$ cat src/rtl/core/urbe_pkg.sv
// Package for the UART ring buffer engine: shared types, codes and defaults.
// Used by the interfaces, the controller, the datapath and the top level.
// Depends on nothing.
package urbe_pkg;

  // Default ring sizes; each ring keeps one slot empty.
  localparam int URBE_RX_DEPTH = 16;
  localparam int URBE_TX_DEPTH = 16;
  localparam int URBE_BYTE_W   = 8;

  // Bit positions of the latched receive error flags.
  localparam int ERR_FRAME_BIT    = 0;
  localparam int ERR_OVERRUN_BIT  = 1;
  localparam int ERR_OVERFLOW_BIT = 2;
  localparam int ERR_W            = 3;

  // Event kinds carried by an input beat.
  typedef enum logic [1:0] {
    CMD_RX_BYTE  = 2'd0,
    CMD_HOST_RD  = 2'd1,
    CMD_HOST_WR  = 2'd2,
    CMD_TX_READY = 2'd3
  } urbe_cmd_t;

  // Controller states.
  typedef enum logic [1:0] {
    ST_IDLE = 2'd0,
    ST_EXEC = 2'd1,
    ST_LOAD = 2'd2
  } urbe_state_t;

  // Commands from the controller to the datapath.
  typedef struct packed {
    logic capture;
    logic execute;
    logic load;
  } urbe_ctl_t;

  // Status from the datapath to the controller.
  typedef struct packed {
    logic out_free;
  } urbe_sts_t;

  // One result beat.
  typedef struct packed {
    logic [URBE_BYTE_W-1:0] read_byte;
    logic                   err_frame;
    logic                   err_overrun;
    logic                   err_overflow;
    logic                   no_data;
    logic                   write_accepted;
    logic                   tx_valid;
    logic [URBE_BYTE_W-1:0] tx_byte;
    logic                   tx_irq_enable;
  } urbe_result_t;

endpackage

$ cat src/rtl/core/urbe_if.sv
// Valid/ready channel interfaces for the input events and the result beats.
// Depends on urbe_pkg for the command type and the byte width.
interface urbe_in_if import urbe_pkg::*; ();
  logic                   valid;
  logic                   ready;
  urbe_cmd_t              cmd;
  logic [URBE_BYTE_W-1:0] data_byte;
  logic                   frame_error_in;
  logic                   overrun_error_in;

  modport source (output valid, cmd, data_byte, frame_error_in, overrun_error_in,
                  input ready);
  modport sink   (input valid, cmd, data_byte, frame_error_in, overrun_error_in,
                  output ready);
endinterface

interface urbe_out_if import urbe_pkg::*; ();
  logic                   valid;
  logic                   ready;
  logic [URBE_BYTE_W-1:0] read_byte;
  logic                   err_frame;
  logic                   err_overrun;
  logic                   err_overflow;
  logic                   no_data;
  logic                   write_accepted;
  logic                   tx_valid;
  logic [URBE_BYTE_W-1:0] tx_byte;
  logic                   tx_irq_enable;

  modport source (output valid, read_byte, err_frame, err_overrun, err_overflow,
                  no_data, write_accepted, tx_valid, tx_byte, tx_irq_enable,
                  input ready);
  modport sink   (input valid, read_byte, err_frame, err_overrun, err_overflow,
                  no_data, write_accepted, tx_valid, tx_byte, tx_irq_enable,
                  output ready);
endinterface

$ cat src/rtl/core/urbe_ram.sv
// Generic single-write, single-read RAM with a registered read port.
// Stand-alone; no package dependency.
module urbe_ram #(
  parameter int WIDTH = 8,
  parameter int DEPTH = 16
) (
  input  logic                     clk,
  input  logic                     we,
  input  logic [$clog2(DEPTH)-1:0] waddr,
  input  logic [WIDTH-1:0]         wdata,
  input  logic                     re,
  input  logic [$clog2(DEPTH)-1:0] raddr,
  output logic [WIDTH-1:0]         rdata
);

  logic [WIDTH-1:0] mem [DEPTH];
  logic [WIDTH-1:0] rdata_r;

  // Write port.
  always_ff @(posedge clk) begin
    if (we) begin
      mem[waddr] <= wdata;
    end
  end

  // Registered read; the data holds until the next read.
  always_ff @(posedge clk) begin
    if (re) begin
      rdata_r <= mem[raddr];
    end
  end

  assign rdata = rdata_r;

endmodule

$ cat src/rtl/core/urbe_ctrl.sv
// Controller state machine of the UART ring buffer engine.
// Depends on urbe_pkg for the state enum and the command/status structs.
module urbe_ctrl import urbe_pkg::*; (
  input  logic      clk,
  input  logic      rst_n,
  input  logic      in_valid,
  output logic      in_ready,
  input  urbe_sts_t sts,
  output urbe_ctl_t ctl
);

  urbe_state_t state_r;
  urbe_state_t state_nxt;

  // State register.
  always_ff @(posedge clk) begin
    if (!rst_n) begin
      state_r <= ST_IDLE;
    end else begin
      state_r <= state_nxt;
    end
  end

  // Next state: take a beat, execute it, then hand the result over.
  always_comb begin
    state_nxt = state_r;
    case (state_r)
      ST_IDLE: begin
        if (in_valid) begin
          state_nxt = ST_EXEC;
        end
      end
      ST_EXEC: begin
        state_nxt = ST_LOAD;
      end
      ST_LOAD: begin
        if (sts.out_free) begin
          state_nxt = ST_IDLE;
        end
      end
      default: begin
        state_nxt = ST_IDLE;
      end
    endcase
  end

  // Outputs decoded from the current state.
  always_comb begin
    in_ready    = 1'b0;
    ctl.capture = 1'b0;
    ctl.execute = 1'b0;
    ctl.load    = 1'b0;
    case (state_r)
      ST_IDLE: begin
        in_ready    = 1'b1;
        ctl.capture = in_valid;
      end
      ST_EXEC: begin
        ctl.execute = 1'b1;
      end
      ST_LOAD: begin
        ctl.load = sts.out_free;
      end
      default: begin
        in_ready = 1'b0;
      end
    endcase
  end

endmodule

$ cat src/rtl/core/urbe_dp.sv
// Datapath of the UART ring buffer engine: ring pointers, error flags, the
// two byte stores and the output register. Depends on urbe_pkg and urbe_ram.
module urbe_dp import urbe_pkg::*; #(
  parameter int RX_DEPTH = URBE_RX_DEPTH,
  parameter int TX_DEPTH = URBE_TX_DEPTH
) (
  input  logic                   clk,
  input  logic                   rst_n,
  input  urbe_ctl_t              ctl,
  output urbe_sts_t              sts,
  input  logic                   cfg_we,
  input  logic                   cfg_wdata,
  input  urbe_cmd_t              in_cmd,
  input  logic [URBE_BYTE_W-1:0] in_data_byte,
  input  logic                   in_frame_error_in,
  input  logic                   in_overrun_error_in,
  input  logic                   out_ready,
  output logic                   out_valid,
  output urbe_result_t           out_res
);

  localparam int RX_AW = $clog2(RX_DEPTH);
  localparam int TX_AW = $clog2(TX_DEPTH);
  localparam logic [RX_AW-1:0] RX_LAST = RX_AW'(RX_DEPTH - 1);
  localparam logic [TX_AW-1:0] TX_LAST = TX_AW'(TX_DEPTH - 1);

  // Captured input beat.
  urbe_cmd_t              item_cmd_r;
  logic [URBE_BYTE_W-1:0] item_data_r;
  logic                   item_fe_r;
  logic                   item_ov_r;

  // Ring and flag state.
  logic [RX_AW-1:0] rx_wp_r, rx_wp_nxt, rx_rp_r, rx_rp_nxt;
  logic [TX_AW-1:0] tx_wp_r, tx_wp_nxt, tx_rp_r, tx_rp_nxt;
  logic [ERR_W-1:0] last_err_r, last_err_nxt;
  logic             irq_r, irq_nxt;
  logic             enable_r;

  // Result waiting for the popped byte.
  urbe_result_t pend_r, pend_nxt;
  logic         pend_rx_pop_r, pend_rx_pop_nxt;
  logic         pend_tx_pop_r, pend_tx_pop_nxt;

  // Output register.
  urbe_result_t out_r, out_nxt;
  logic         out_valid_r, out_valid_nxt;

  // Store ports.
  logic                   rx_we, rx_re, tx_we, tx_re;
  logic [URBE_BYTE_W-1:0] rx_rdata, tx_rdata;

  // Advanced pointers with wrap-around at the ring size.
  logic [RX_AW-1:0] rx_wp_inc, rx_rp_inc;
  logic [TX_AW-1:0] tx_wp_inc, tx_rp_inc;
  logic             rx_full, rx_empty, tx_full, tx_empty;

  assign rx_wp_inc = (rx_wp_r == RX_LAST) ? '0 : rx_wp_r + RX_AW'(1);
  assign rx_rp_inc = (rx_rp_r == RX_LAST) ? '0 : rx_rp_r + RX_AW'(1);
  assign tx_wp_inc = (tx_wp_r == TX_LAST) ? '0 : tx_wp_r + TX_AW'(1);
  assign tx_rp_inc = (tx_rp_r == TX_LAST) ? '0 : tx_rp_r + TX_AW'(1);

  assign rx_full  = (rx_wp_inc == rx_rp_r);
  assign rx_empty = (rx_wp_r == rx_rp_r);
  assign tx_full  = (tx_wp_inc == tx_rp_r);
  assign tx_empty = (tx_wp_r == tx_rp_r);

  // Event execution: pointer, flag and store updates plus the pending result.
  always_comb begin
    rx_wp_nxt       = rx_wp_r;
    rx_rp_nxt       = rx_rp_r;
    tx_wp_nxt       = tx_wp_r;
    tx_rp_nxt       = tx_rp_r;
    last_err_nxt    = last_err_r;
    irq_nxt         = irq_r;
    pend_nxt        = '0;
    pend_rx_pop_nxt = 1'b0;
    pend_tx_pop_nxt = 1'b0;
    rx_we           = 1'b0;
    rx_re           = 1'b0;
    tx_we           = 1'b0;
    tx_re           = 1'b0;
    if (ctl.execute) begin
      case (item_cmd_r)
        CMD_RX_BYTE: begin
          if (enable_r) begin
            last_err_nxt                   = '0;
            last_err_nxt[ERR_FRAME_BIT]    = item_fe_r;
            last_err_nxt[ERR_OVERRUN_BIT]  = item_ov_r;
            last_err_nxt[ERR_OVERFLOW_BIT] = rx_full;
            if (!rx_full) begin
              rx_we     = 1'b1;
              rx_wp_nxt = rx_wp_inc;
            end
          end
        end
        CMD_HOST_RD: begin
          if (rx_empty) begin
            pend_nxt.no_data = 1'b1;
          end else begin
            rx_re                 = 1'b1;
            rx_rp_nxt             = rx_rp_inc;
            pend_rx_pop_nxt       = 1'b1;
            pend_nxt.err_frame    = last_err_r[ERR_FRAME_BIT];
            pend_nxt.err_overrun  = last_err_r[ERR_OVERRUN_BIT];
            pend_nxt.err_overflow = last_err_r[ERR_OVERFLOW_BIT];
          end
        end
        CMD_HOST_WR: begin
          if (!tx_full) begin
            tx_we                   = 1'b1;
            tx_wp_nxt               = tx_wp_inc;
            irq_nxt                 = 1'b1;
            pend_nxt.write_accepted = 1'b1;
          end
        end
        CMD_TX_READY: begin
          if (enable_r) begin
            if (!tx_empty) begin
              tx_re             = 1'b1;
              tx_rp_nxt         = tx_rp_inc;
              pend_tx_pop_nxt   = 1'b1;
              pend_nxt.tx_valid = 1'b1;
            end else begin
              irq_nxt = 1'b0;
            end
          end
        end
        default: begin
          irq_nxt = irq_r;
        end
      endcase
    end
    pend_nxt.tx_irq_enable = irq_nxt;
  end

  // Output beat: the pending result with the popped bytes filled in.
  always_comb begin
    out_nxt           = pend_r;
    out_nxt.read_byte = pend_rx_pop_r ? rx_rdata : '0;
    out_nxt.tx_byte   = pend_tx_pop_r ? tx_rdata : '0;
  end

  // The output slot frees when its beat is taken.
  always_comb begin
    out_valid_nxt = out_valid_r;
    if (ctl.load) begin
      out_valid_nxt = 1'b1;
    end else if (out_ready) begin
      out_valid_nxt = 1'b0;
    end
  end

  assign sts.out_free = !out_valid_r || out_ready;

  // Control state with reset.
  always_ff @(posedge clk) begin
    if (!rst_n) begin
      rx_wp_r     <= '0;
      rx_rp_r     <= '0;
      tx_wp_r     <= '0;
      tx_rp_r     <= '0;
      last_err_r  <= '0;
      irq_r       <= 1'b0;
      enable_r    <= 1'b0;
      out_valid_r <= 1'b0;
    end else begin
      rx_wp_r     <= rx_wp_nxt;
      rx_rp_r     <= rx_rp_nxt;
      tx_wp_r     <= tx_wp_nxt;
      tx_rp_r     <= tx_rp_nxt;
      last_err_r  <= last_err_nxt;
      irq_r       <= irq_nxt;
      out_valid_r <= out_valid_nxt;
      if (cfg_we) begin
        enable_r <= cfg_wdata;
      end
    end
  end

  // Payload registers: captured beat, pending result and output beat.
  always_ff @(posedge clk) begin
    if (ctl.capture) begin
      item_cmd_r  <= in_cmd;
      item_data_r <= in_data_byte;
      item_fe_r   <= in_frame_error_in;
      item_ov_r   <= in_overrun_error_in;
    end
    if (ctl.execute) begin
      pend_r        <= pend_nxt;
      pend_rx_pop_r <= pend_rx_pop_nxt;
      pend_tx_pop_r <= pend_tx_pop_nxt;
    end
    if (ctl.load) begin
      out_r <= out_nxt;
    end
  end

  assign out_valid = out_valid_r;
  assign out_res   = out_r;

  // Receive ring store.
  urbe_ram #(
    .WIDTH (URBE_BYTE_W),
    .DEPTH (RX_DEPTH)
  ) u_rx_ram (
    .clk   (clk),
    .we    (rx_we),
    .waddr (rx_wp_inc),
    .wdata (item_data_r),
    .re    (rx_re),
    .raddr (rx_rp_inc),
    .rdata (rx_rdata)
  );

  // Transmit ring store.
  urbe_ram #(
    .WIDTH (URBE_BYTE_W),
    .DEPTH (TX_DEPTH)
  ) u_tx_ram (
    .clk   (clk),
    .we    (tx_we),
    .waddr (tx_wp_inc),
    .wdata (item_data_r),
    .re    (tx_re),
    .raddr (tx_rp_inc),
    .rdata (tx_rdata)
  );

endmodule

$ cat src/rtl/core/uart_ring_buffer_engine_top.sv
// UART ring buffer engine: one event in, one result beat out.
// Flow: an event beat is captured, then executed with the store access, then its
// result is loaded into the output register; the next event is taken only after
// that load, and the load waits while the output beat is stalled.
// Reset: synchronous, active low; clears pointers, flags, enable and valids.
// Depends on urbe_pkg, urbe_if, urbe_ctrl, urbe_dp and urbe_ram.
module uart_ring_buffer_engine_top import urbe_pkg::*; #(
  parameter int RX_DEPTH = URBE_RX_DEPTH,
  parameter int TX_DEPTH = URBE_TX_DEPTH
) (
  input  logic        clk,
  input  logic        rst_n,
  urbe_in_if.sink     in_ch,
  urbe_out_if.source  out_ch,
  input  logic        cfg_we,
  input  logic        cfg_wdata
);

  urbe_ctl_t    ctl;
  urbe_sts_t    sts;
  logic         in_ready;
  logic         out_valid;
  urbe_result_t out_res;

  // Controller.
  urbe_ctrl u_ctrl (
    .clk      (clk),
    .rst_n    (rst_n),
    .in_valid (in_ch.valid),
    .in_ready (in_ready),
    .sts      (sts),
    .ctl      (ctl)
  );

  // Datapath.
  urbe_dp #(
    .RX_DEPTH (RX_DEPTH),
    .TX_DEPTH (TX_DEPTH)
  ) u_dp (
    .clk                 (clk),
    .rst_n               (rst_n),
    .ctl                 (ctl),
    .sts                 (sts),
    .cfg_we              (cfg_we),
    .cfg_wdata           (cfg_wdata),
    .in_cmd              (in_ch.cmd),
    .in_data_byte        (in_ch.data_byte),
    .in_frame_error_in   (in_ch.frame_error_in),
    .in_overrun_error_in (in_ch.overrun_error_in),
    .out_ready           (out_ch.ready),
    .out_valid           (out_valid),
    .out_res             (out_res)
  );

  // Channel wiring.
  assign in_ch.ready           = in_ready;
  assign out_ch.valid          = out_valid;
  assign out_ch.read_byte      = out_res.read_byte;
  assign out_ch.err_frame      = out_res.err_frame;
  assign out_ch.err_overrun    = out_res.err_overrun;
  assign out_ch.err_overflow   = out_res.err_overflow;
  assign out_ch.no_data        = out_res.no_data;
  assign out_ch.write_accepted = out_res.write_accepted;
  assign out_ch.tx_valid       = out_res.tx_valid;
  assign out_ch.tx_byte        = out_res.tx_byte;
  assign out_ch.tx_irq_enable  = out_res.tx_irq_enable;

endmodule

$ cat src/flat_wrapper.sv
// flat-port wrapper written by rule: the top's interface ports become plain ports
module uart_ring_buffer_engine_top_flat import urbe_pkg::*;
#(
  parameter int RX_DEPTH = URBE_RX_DEPTH,
  parameter int TX_DEPTH = URBE_TX_DEPTH
)
  (clk, rst_n, cfg_we, cfg_wdata, in_ch_valid, in_ch_cmd, in_ch_data_byte, in_ch_frame_error_in, in_ch_overrun_error_in, in_ch_ready, out_ch_valid, out_ch_read_byte, out_ch_err_frame, out_ch_err_overrun, out_ch_err_overflow, out_ch_no_data, out_ch_write_accepted, out_ch_tx_valid, out_ch_tx_byte, out_ch_tx_irq_enable, out_ch_ready);
  urbe_in_if in_ch_i ();
  urbe_out_if out_ch_i ();
  input  logic clk;
  input  logic rst_n;
  input  logic cfg_we;
  input  logic cfg_wdata;
  input wire logic [$bits(in_ch_i.valid)-1:0] in_ch_valid;
  input wire logic [$bits(in_ch_i.cmd)-1:0] in_ch_cmd;
  input wire logic [$bits(in_ch_i.data_byte)-1:0] in_ch_data_byte;
  input wire logic [$bits(in_ch_i.frame_error_in)-1:0] in_ch_frame_error_in;
  input wire logic [$bits(in_ch_i.overrun_error_in)-1:0] in_ch_overrun_error_in;
  output wire logic [$bits(in_ch_i.ready)-1:0] in_ch_ready;
  output wire logic [$bits(out_ch_i.valid)-1:0] out_ch_valid;
  output wire logic [$bits(out_ch_i.read_byte)-1:0] out_ch_read_byte;
  output wire logic [$bits(out_ch_i.err_frame)-1:0] out_ch_err_frame;
  output wire logic [$bits(out_ch_i.err_overrun)-1:0] out_ch_err_overrun;
  output wire logic [$bits(out_ch_i.err_overflow)-1:0] out_ch_err_overflow;
  output wire logic [$bits(out_ch_i.no_data)-1:0] out_ch_no_data;
  output wire logic [$bits(out_ch_i.write_accepted)-1:0] out_ch_write_accepted;
  output wire logic [$bits(out_ch_i.tx_valid)-1:0] out_ch_tx_valid;
  output wire logic [$bits(out_ch_i.tx_byte)-1:0] out_ch_tx_byte;
  output wire logic [$bits(out_ch_i.tx_irq_enable)-1:0] out_ch_tx_irq_enable;
  input wire logic [$bits(out_ch_i.ready)-1:0] out_ch_ready;
  assign in_ch_i.valid = in_ch_valid;
  assign in_ch_i.cmd = in_ch_cmd;
  assign in_ch_i.data_byte = in_ch_data_byte;
  assign in_ch_i.frame_error_in = in_ch_frame_error_in;
  assign in_ch_i.overrun_error_in = in_ch_overrun_error_in;
  assign in_ch_ready = in_ch_i.ready;
  assign out_ch_valid = out_ch_i.valid;
  assign out_ch_read_byte = out_ch_i.read_byte;
  assign out_ch_err_frame = out_ch_i.err_frame;
  assign out_ch_err_overrun = out_ch_i.err_overrun;
  assign out_ch_err_overflow = out_ch_i.err_overflow;
  assign out_ch_no_data = out_ch_i.no_data;
  assign out_ch_write_accepted = out_ch_i.write_accepted;
  assign out_ch_tx_valid = out_ch_i.tx_valid;
  assign out_ch_tx_byte = out_ch_i.tx_byte;
  assign out_ch_tx_irq_enable = out_ch_i.tx_irq_enable;
  assign out_ch_i.ready = out_ch_ready;
  uart_ring_buffer_engine_top #(.RX_DEPTH(RX_DEPTH), .TX_DEPTH(TX_DEPTH)) u_core (.clk(clk), .rst_n(rst_n), .in_ch(in_ch_i), .out_ch(out_ch_i), .cfg_we(cfg_we), .cfg_wdata(cfg_wdata));
endmodule
$ cat config.mk
export PLATFORM = sky130hd
export DESIGN_NAME = uart_ring_buffer_engine_top_flat
export DESIGN_NICKNAME = d
export VERILOG_FILES = /design/src/rtl/core/urbe_pkg.sv /design/src/rtl/core/urbe_if.sv /design/src/rtl/core/urbe_ram.sv /design/src/rtl/core/urbe_ctrl.sv /design/src/rtl/core/urbe_dp.sv /design/src/rtl/core/uart_ring_buffer_engine_top.sv /design/src/flat_wrapper.sv
export SDC_FILE = /design/constraint.sdc
export NUM_CORES = 1
export LEC_CHECK = 0
export BUFFER_PORTS_ARGS = -buffer_cell sky130_fd_sc_hd__buf_2
export CAP_MARGIN = 5
export CORE_MARGIN = 4
export CORE_UTILIZATION = 35
export CTS_BUF_LIST = sky130_fd_sc_hd__clkbuf_2
export DETAILED_ROUTE_END_ITERATION = 16
export PLACE_DENSITY = 0.62
export SLEW_MARGIN = 10
export SYNTH_ARGS = -nofsm -noshare
export SYNTH_HDL_FRONTEND = slang
export SYNTH_SLANG_ARGS = --single-unit
$ cat constraint.sdc
create_clock -name clk -period 3.1 [get_ports clk]
set_clock_uncertainty 0.1 [all_clocks]
set_input_delay 0.31 -clock clk [delete_from_list [all_inputs] [get_ports clk]]
set_output_delay 0.31 -clock clk [all_outputs]
set_load 0.1 [all_outputs]
==> results by group <==
Place
  • RD Place Congestion: approximately 0.8
  • Placed Instances: 1396
  • HPWL Detailed: ~19 mm
  • Total of buffers placed on input and output ports: 42

Synthesis
  • Post-synthesis cell type with the largest combined area: sky130_fd_sc_hd__edfxtp_1
  • Cells taking the most area after synthesis: sky130_fd_sc_hd__edfxtp_1 69%, sky130_fd_sc_hd__mux4_2 7.9%, sky130_fd_sc_hd__dfxtp_1 3.5%
  • Most used standard cell by instance count after synthesis: sky130_fd_sc_hd__edfxtp_1
  • Yosys cell types: between 60 and 70
  • Post-synthesis net count: 850
  • Post-Syn Instances: 820
  • Top cell type's share of synthesized area: between 60% and 70%
  • Most frequently used flop master after synthesis: sky130_fd_sc_hd__edfxtp_1
  • Post-Synthesis Cell Area: between 10000 and 15000 um^2
  • Number of enable-type register cells in the synthesized netlist: 315
  • Synth async-reset ratio: 0%
  • Most common library cells after synthesis: 315 x sky130_fd_sc_hd__edfxtp_1, 65 x sky130_fd_sc_hd__nand2_1, 48 x sky130_fd_sc_hd__mux4_2
  • Count of synthesis-stage warnings from yosys: 0
  • Mean area per synthesized cell: roughly 17 um^2
  • Total of flip-flops plus latches after synthesis: 339
  • Sequential fraction of the synthesis area: 72.3%

Finish
  • Final standard cell count with taps included and fillers excluded: 1576
  • Layout cell share with drive strength beyond 1: between 20% and 30%
  • Net count, final: a little over 1000
  • Final design utilization: 40.9%
  • Area growth, synth to finish: 15.4%
  • Fill cell count: roughly 3500

GRT
  • First-pass GRT wire length: approximately 45 mm
  • Global-route usage over all layers: between 10 and 15%
  • Pin count of the biggest net entering global routing: 43
  • Initial antenna violation count: 3
  • Number of global-route vias before repair: about 7800
  • Residual overflow from global routing: 0

STA
  • Setup repair after global routing missed its margin: false
  • Max_slew headroom: 34.0%
  • Maximum achievable frequency: roughly 0.36 GHz
  • Final-layout setup total negative slack: 0 ns
  • Final worst path period need: around 2.7 ns
  • Worst hold margin: roughly 0.15 ns
  • Total count of max-transition violations in the final report: 0
  • Count of final hold-check violations: 0
  • Number of setup violations in the final report: 0
  • Fraction of the cycle the final worst path needs: between 80% and 90%
  • Actual transition at the worst max-transition pin: 0.983 ns

Route
  • DRC viols: 0
  • Average wire per standard cell: between 15 and 20 um
  • Per-cell via count in the routed design: 4.97
  • Remaining antenna violation count: 0
  • Vias: between 7000 and 8000
  • Total wirelength of the detailed-routed design: between 20 and 30 mm
  • First DRT Iteration DRCs: 689
  • Pre-Repair DR Iteration Count: 5

Power
  • Total power of the final layout: a little over 8 mW
  • Worst IR Drop VDD: just over 0.2 mV
  • Combinational Power Share: 3.1%
  • Switching Share: a little under a quarter
  • Leak pwr: 5.61 nW
  • Clock network fraction of total power: a little over a third
  • Pint: 6.18 mW
  • Sequential power share: 62.1%
  • Total power density per cell area: roughly 500 nW/um^2
  • Switching power summed over all nets: roughly 1.9 mW

Hold path
  • Worst hold stages: 4
  • Classification of the worst-slack hold path: in -> reg

Floorplan
  • Count of standard-cell rows: 72
  • Die boundary width: 206 um
  • Core region area: roughly 39000 um^2
  • Die area: approximately 42000 um^2
  • Ports: 43
  • Die span in y: roughly 210 um
  • Starting density of the core: between 30% and 40%

Run
  • Max-cap violations: 0

Critical path
  • Maximum net fanout on the critical path: 23
  • Data arrival time at the worst-slack endpoint: between 3 and 4 ns
  • CP Capture Type: flip-flop
  • Setup crit start kind: flip-flop
  • Depth of the most critical reg-to-reg path: 6
  • Critical path class: reg -> reg
  • Required time at the worst-slack endpoint: roughly 3.5 ns

Status
  • Outcome: finished, final reports clean

Clock tree
  • Total clock sinks: around 340
  • Buffer cell driving the clock tree root: sky130_fd_sc_hd__clkbuf_2
  • TritonCTS buffer count: 83
  • Maximum root-to-sink buffer count: 3
  • Clock latency on the worst-skew pair: around 0.9 ns
  • H-tree levels: 3
  • Clock slew seen by the registers of the worst setup and hold paths: ~0.10 ns
  • CTS tree: done
-- flip-flops by register name, summed over array words and instances, names as in the netlist, 3 cells and up --
signal,flops
u_core.u_dp.u_rx_ram.rdata,8
u_core.u_dp.rx_wp_r,4
u_core.u_dp.out_res,23
u_core.u_dp.out_nxt,6
u_core.u_dp.u_rx_ram.mem,128
u_core.u_dp.rx_rp_r,4
u_core.u_dp.tx_rp_r,4
u_core.u_dp.tx_wp_r,4
u_core.u_dp.last_err_r,3
u_core.u_dp.u_tx_ram.mem,128
u_core.u_dp.u_tx_ram.rdata,8
u_core.u_dp.item_data_r,8
-- per-stage QoR --
step | setup slack, ns | area, um^2
3_5_place_dp | 0.404 | 14800
2_1_floorplan | 0.517 | 13700
4_1_cts | 0.367 | 15900
6_report | 0.351 | 15900
5_1_grt | 0.202 | 15900
3_3_place_gp | 0.464 | 14800
-- power groups by stage --
stage               logic (mW)  registers, mW  clock network (mW)
floorplan               0.0517           5.22                   0
global placement         0.224           5.15                   0
detailed placement       0.226           5.15                   0
CTS                      0.256           5.04                2.92
global route             0.270           5.04                3.18
finish                   0.250           5.04                2.82
-- final timing paths --
kind / startpoint / to / slack [ns]
max: u_core.u_dp.tx_wp_r[0]$_SDFFE_PN0P_ / u_core.u_dp.u_tx_ram.mem[5][7]$_DFFE_PP_ / 0.35
min reg2reg: u_core.u_dp.out_nxt[12]$_SDFFCE_PN0P_ / u_core.u_dp.out_res[12]$_DFFE_PP_ / 0.32
min: cfg_we / u_core.u_dp.enable_r$_SDFFE_PN0P_ / 0.15
max reg2reg: u_core.u_dp.tx_wp_r[0]$_SDFFE_PN0P_ / u_core.u_dp.u_tx_ram.mem[5][7]$_DFFE_PP_ / 0.35
-- critical path: stages (launching register included) --
cell,delay [ns]
sky130_fd_sc_hd__dfxtp_1,0.37
sky130_fd_sc_hd__ha_1,0.39
sky130_fd_sc_hd__a21oi_1,0.11
sky130_fd_sc_hd__o2bb2ai_1,0.21
sky130_fd_sc_hd__xnor2_1,0.17
sky130_fd_sc_hd__o2111a_2,0.52
sky130_fd_sc_hd__and3_1,0.51
-- cell families (layout without fill, tap and decap cells) --
| group | count (synthesis) | count (layout) | synth area share (%) |
|---|---|---|---|
| buf+inv | 52 | 287 | 2.27 |
| flops | 339 | 339 | 72.3 |
| simple gates | 197 | 197 | 7.42 |
| xor+xnor | 21 | 21 | 1.48 |
| fa+ha+maj | 12 | 12 | 1.09 |
| compound gates | 137 | 137 | 6.39 |
| other cells | 0 | 3 | 0 |
| mux | 62 | 62 | 9.02 |
-- routing by layer --
| metal | global-route usage (%) | vias to the layer above | wire [um] |
|---|---|---|---|
| li1 | - | 3627 | - |
| met2 | 21.7 | 282 | 13900 |
| met5 | 0 | - | 0 |
| met3 | 3.55 | 40 | 2160 |
| met4 | 4.54 | 0 | 431 |
| met1 | 19.7 | 3889 | 13300 |
-- final cells by class --
class	count	area, um^2	area share, %
Timing Repair Buffer	131	1010	6.34
Clock inverter	31	151	0.955
Tap cell	518	648	4.09
Inverter	10	37.5	0.237
Multi-Input combinational cell	429	3490	22.0
Sequential cell	339	9940	62.7
Antenna cell	3	7.51	0.0473
Clock buffer	115	576	3.63
-- placed cells by master (no fill, tap or decap), types with 9 or more instances in the layout --
cell	synthesis	layout
sky130_fd_sc_hd__a21oi_1	47	47
sky130_fd_sc_hd__a31oi_1	13	13
sky130_fd_sc_hd__and2_1	23	23
sky130_fd_sc_hd__and3_1	31	31
sky130_fd_sc_hd__buf_2	10	42
sky130_fd_sc_hd__buf_4	4	54
sky130_fd_sc_hd__clkbuf_2	1	115
sky130_fd_sc_hd__clkinv_1	1	23
sky130_fd_sc_hd__dfxtp_1	24	24
sky130_fd_sc_hd__dlygate4sd3_1	0	31
sky130_fd_sc_hd__edfxtp_1	315	315
sky130_fd_sc_hd__ha_1	12	12
sky130_fd_sc_hd__inv_1	9	9
sky130_fd_sc_hd__mux2i_1	11	11
sky130_fd_sc_hd__mux4_2	48	48
sky130_fd_sc_hd__nand2_1	65	65
sky130_fd_sc_hd__nand3_1	17	17
sky130_fd_sc_hd__nor2_1	30	30
sky130_fd_sc_hd__o21ai_0	18	18
sky130_fd_sc_hd__o22ai_1	12	12
sky130_fd_sc_hd__o31ai_1	12	12
sky130_fd_sc_hd__xnor2_1	13	13
-- repair_timing --
| item | 4_1_cts | 5_1_grt |
|---|---|---|
| resized for setup | 0 | 0 |
| hold buffers | 31 | 0 |
| hold endpoints to repair | 38 | 0 |
| buffers inserted | 0 | 0 |
Note: power is estimated with default switching activity, not from simulation.
